File: config.mk
export PLATFORM = sky130hd
export DESIGN_NAME = ssim_ctrl
export DESIGN_NICKNAME = d
export VERILOG_FILES = /design/src/rtl/sparse_set_index_map_macros.svh /design/src/rtl/ssim_pkg.sv /design/src/rtl/ssim_ctrl.sv
export SDC_FILE = /design/constraint.sdc
export NUM_CORES = 1
export LEC_CHECK = 0
export BUFFER_PORTS_ARGS = -buffer_cell sky130_fd_sc_hd__buf_2
export CAP_MARGIN = 0
export CORE_AREA = 4 4 41 43
export CTS_CLUSTER_SIZE = 14
export DETAILED_ROUTE_END_ITERATION = 10
export DIE_AREA = 0 0 45 47
export GPL_TIMING_DRIVEN = 0
export MAX_ROUTING_LAYER = met4
export PLACE_DENSITY = 0.62
export SYNTH_ARGS = -nofsm -noshare
export SYNTH_HDL_FRONTEND = slang
export SYNTH_SLANG_ARGS = --single-unit
File: constraint.sdc
create_clock -name clk -period 1.95 [get_ports clk]
set_input_delay 0.195 -clock clk [delete_from_list [all_inputs] [get_ports clk]]
set_output_delay 0.195 -clock clk [all_outputs]
set_load 0.01 [all_outputs]
File: src/rtl/sparse_set_index_map_macros.svh
// Assertion macros for the sparse set index map.
// Used by the top level; expects clk and rst in the including scope.
`ifndef SPARSE_SET_INDEX_MAP_MACROS_SVH
`define SPARSE_SET_INDEX_MAP_MACROS_SVH

// The consequent holds in the same cycle as the antecedent.
`define SSIM_ASSERT_NOW(label, ante, cons) \
  label: assert property (@(posedge clk) disable iff (rst) (ante) |-> (cons)) \
    else $error("sparse set index map check failed");

// The consequent holds in the cycle after the antecedent.
`define SSIM_ASSERT_NEXT(label, ante, cons) \
  label: assert property (@(posedge clk) disable iff (rst) (ante) |=> (cons)) \
    else $error("sparse set index map check failed");

`endif

File: src/rtl/ssim_pkg.sv
// Shared types and constants for the sparse set index map.
// No dependencies; imported by the interface users, controller and datapath.
package ssim_pkg;

  localparam int IDX_W   = 10;
  localparam int GEN_W   = 8;
  localparam int SLOT_W  = 8;
  localparam int COUNT_W = 9;

  localparam logic [1:0] CMD_ADD    = 2'd0;
  localparam logic [1:0] CMD_REMOVE = 2'd1;
  localparam logic [1:0] CMD_LOOKUP = 2'd2;

  localparam logic [1:0] ST_OK      = 2'd0;
  localparam logic [1:0] ST_PRESENT = 2'd1;
  localparam logic [1:0] ST_FULL    = 2'd2;
  localparam logic [1:0] ST_ABSENT  = 2'd3;

  typedef struct packed {
    logic [1:0]       command;
    logic [IDX_W-1:0] entity_index;
    logic [GEN_W-1:0] entity_generation;
  } ssim_req_t;

  typedef struct packed {
    logic [1:0]         status;
    logic [SLOT_W-1:0]  slot;
    logic               moved;
    logic [SLOT_W-1:0]  moved_from;
    logic [COUNT_W-1:0] count;
  } ssim_rsp_t;

  // Controller to datapath.
  typedef struct packed {
    logic clear_step;
    logic capture;
    logic lookup_slot;
    logic eval;
    logic apply_move;
  } ssim_cmd_t;

  // Datapath to controller.
  typedef struct packed {
    logic clear_last;
    logic out_free;
    logic need_move;
  } ssim_sts_t;

endpackage

File: src/rtl/ssim_ctrl.sv
// Controller state machine for the sparse set index map.
// Depends on ssim_pkg for the command and status structs.
module ssim_ctrl (
  input  logic              clk,
  input  logic              rst,
  input  logic              req_valid,
  output logic              req_ready,
  input  ssim_pkg::ssim_sts_t sts,
  output ssim_pkg::ssim_cmd_t cmd
);
  import ssim_pkg::*;

  typedef enum logic [4:0] {
    S_CLEAR  = 5'b00001,
    S_IDLE   = 5'b00010,
    S_SPARSE = 5'b00100,
    S_EVAL   = 5'b01000,
    S_MOVE   = 5'b10000
  } state_t;

  state_t state;
  state_t state_next;

  always_ff @(posedge clk) begin
    if (rst) begin
      state <= S_CLEAR;
    end else begin
      state <= state_next;
    end
  end

  always_comb begin
    state_next = state;
    cmd        = '0;
    req_ready  = 1'b0;
    case (state)
      S_CLEAR: begin
        cmd.clear_step = 1'b1;
        if (sts.clear_last) begin
          state_next = S_IDLE;
        end
      end
      S_IDLE: begin
        req_ready   = 1'b1;
        cmd.capture = req_valid;
        if (req_valid) begin
          state_next = S_SPARSE;
        end
      end
      S_SPARSE: begin
        cmd.lookup_slot = 1'b1;
        state_next      = S_EVAL;
      end
      S_EVAL: begin
        // Waits here until the result register can take a word.
        cmd.eval = sts.out_free;
        if (sts.out_free) begin
          state_next = sts.need_move ? S_MOVE : S_IDLE;
        end
      end
      S_MOVE: begin
        cmd.apply_move = sts.out_free;
        if (sts.out_free) begin
          state_next = S_IDLE;
        end
      end
      default: begin
        state_next = S_CLEAR;
      end
    endcase
  end

endmodule

==> flow_metrics.tcl <==
set metrics [dict create \
    status "complete, no violations" \
    preCtsSetupSlack_ns 0.498 \
    fin_util_pct 38.2 \
    die_h_um 47 \
    final_common_cell "buf_2" \
    worst-path-max-fanout 9 \
    viasPerCell 4.97 \
    max_freq_mhz 608 \
    clockBufferDepth 2 \
    grt_pass1_wl_mm 1.64 \
    postCtsResizedCells 0 \
    p_seq_share_pct 32.3 \
    ys_warn_count 0 \
    syn-cell-area_um2 397 \
    die_area_um2 2120 \
    switchingPower_uw 190 \
    drtIter0Drc 4 \
    crit_type "register to output port" \
    grt_pass1_vias 361 \
    post_cts_buffers 0 \
    synthSimpleGateAreaFrac_pct 42.3 \
    grt-busiest-layer "met2" \
    synth_top_family_by_area "simple AND/OR/NAND/NOR gates" \
    setup_tns_ns 0 \
    num_vias 363 \
    ant_nets 0 \
    met2_usage_pct 16.7 \
    grt_util_all_layers_pct 11.0 \
    reg_top3 "state: 5 flops" \
    ys_seq_area_share_pct 25.2 \
    synth_compound_area_share_pct 15.8 \
    setup_violations 0 \
    pwr-share-clk_pct 25.1 \
    htree_levels 1 \
    ctsHoldBuffers 0 \
    regMostFlops "state" \
    tightest_slew_ns 0.337 \
    drtPass1Iterations 2 \
    largest_register_ffs 5 \
    maxSlewViolCount 0 \
    synth_fa_ha_area_share_pct 0 \
    core_um2 1300 \
    wl_per_cell_um 11.7 \
    die_w_um 45 \
    synth-xor-area-share_pct 2.21 \
    drt-total-wl_um 855 \
    placed_cells 69 \
    netlist_instances 43 \
    root_buffer "clkbuf_4" \
    syn_avg_cell_area_um2 9.22 \
    min_period_ns 1.65 \
    start_util_pct 30.5 \
    layout-drive-gt1-share_pct 39.7 \
    switching_share_pct 39.2 \
    skew_ns 0.000412 \
    hold_viol_final 0 \
    syn_to_final_growth_pct 25.2 \
    hpwl_um 696 \
    clkTransAtPathRegs_ns 0.05 \
    routabilityCongestion 0.715 \
    met1_usage_pct 14.0 \
    synth_edf_count 0 \
    grt_util_met3_pct 4.60 \
    drc 0 \
    synth_flop_cell "dfxtp_1" \
    clock_latency_ns 0.24 \
    rows 13 \
    fin_cells 73 \
    grt_max_degree 10 \
    p_leak_nw 0.206 \
    finalWorstSetupSlack_ns 0.304 \
    final_cell_area_um2 497 \
    final_cell_mix "buf_2, nor2_1, dfxtp_1" \
    grt_overflow 0 \
    slew_headroom_pct 77.5 \
    p_per_area_nw_per_um2 977 \
    cp-start-kind "register" \
    synthMuxAreaShare_pct 7.57 \
    combPwrFrac_pct 42.6 \
    n_antenna_cell 0 \
    peakVddDrop_v 0.000508 \
    ys_seq_elements 5 \
    rsz0062_at_grt "no" \
    endpoint_kind "output port" \
    postPlaceCellArea_um2 470 \
    cts.sinks 5 \
    synth_nets 49 \
    cts_made_buffers 3 \
    min_period_over_period_pct 84.4 \
    portBuffers 11 \
    required_ns 1.75 \
    critPathArrivalTime_ns 1.45 \
    synth_async_sr_flop_share_pct 0 \
    intPower_uw 295 \
    io_pins 12 \
    antenna_found_initial 0 \
    final_nets 65 \
    cts_tree "done" \
    hp-class "input port to register" \
    yosysUniqueCellTypes 27 \
    cap_violations 0 \
]
-- power groups by stage --
stage | registers, mW | clock network, mW | logic [mW]
2_1_floorplan | 0.152 | 0 | 0.163
3_3_place_gp | 0.159 | 0 | 0.207
3_5_place_dp | 0.160 | 0 | 0.211
4_1_cts | 0.158 | 0.127 | 0.212
5_1_grt | 0.162 | 0.130 | 0.231
6_report | 0.157 | 0.122 | 0.207
-- cell usage after synthesis, types with 2 or more instances --
| cell | n | area, µm² |
|---|---|---|
| o21ai_0 | 2 | 10.0 |
| mux2i_1 | 3 | 30.0 |
| nor2_1 | 5 | 18.8 |
| inv_1 | 3 | 11.3 |
| nand2b_1 | 4 | 25.0 |
| dfxtp_1 | 5 | 100 |
-- area by class of cell --
class                      instances  area, µm²
fill                             144        805
multi-input combinational         33        269
sequential                         5        100
timing repair buffer              11       55.1
clock buffer                       4       26.3
tap                               15       18.8
buffer                             2       16.3
inverter                           3       11.3
-- layer usage --
metal,vias to the layer above,share of wire (%)
met2,12,45
met4,0,0
met3,0,6.8
met5,-,0
met1,164,48
li1,187,-
-- per-stage QoR --
stage          power (mW)  hold slack (ns)
6_report            0.485            0.203
5_1_grt             0.524            0.235
4_1_cts             0.496            0.198
3_5_place_dp        0.371            0.458
3_3_place_gp        0.366            0.453
2_1_floorplan       0.315            0.267
-- worst max-delay path: stages (launching register included) --
cell and delay [ns]:
dfxtp_1 0.38, or3_4 0.47, nor4_2 0.18, buf_2 0.18
-- cell families (layout without fill, tap and decap cells) --
kind of cell    count (synthesis)  in the layout
simple gates                   22             22
compound gates                  7              7
flops                           5              5
buf+inv                         5             20
mux                             3              3
xor+xnor                        1              1
-- worst paths after layout --
path                                       startpoint                    end  slack, ns  cells after the start
worst min-delay path                              rst  state[2]$_SDFFE_PP0P_       0.20                      2
worst max-delay path            state[4]$_SDFFE_PP0P_                 cmd[3]       0.30                      3
worst max register to register  state[4]$_SDFFE_PP0P_  state[0]$_SDFFE_PP1P_       0.50                      4
worst min register to register  state[1]$_SDFFE_PP0P_  state[1]$_SDFFE_PP0P_       0.58                      2
Note: power is estimated with default switching activity, not from simulation.
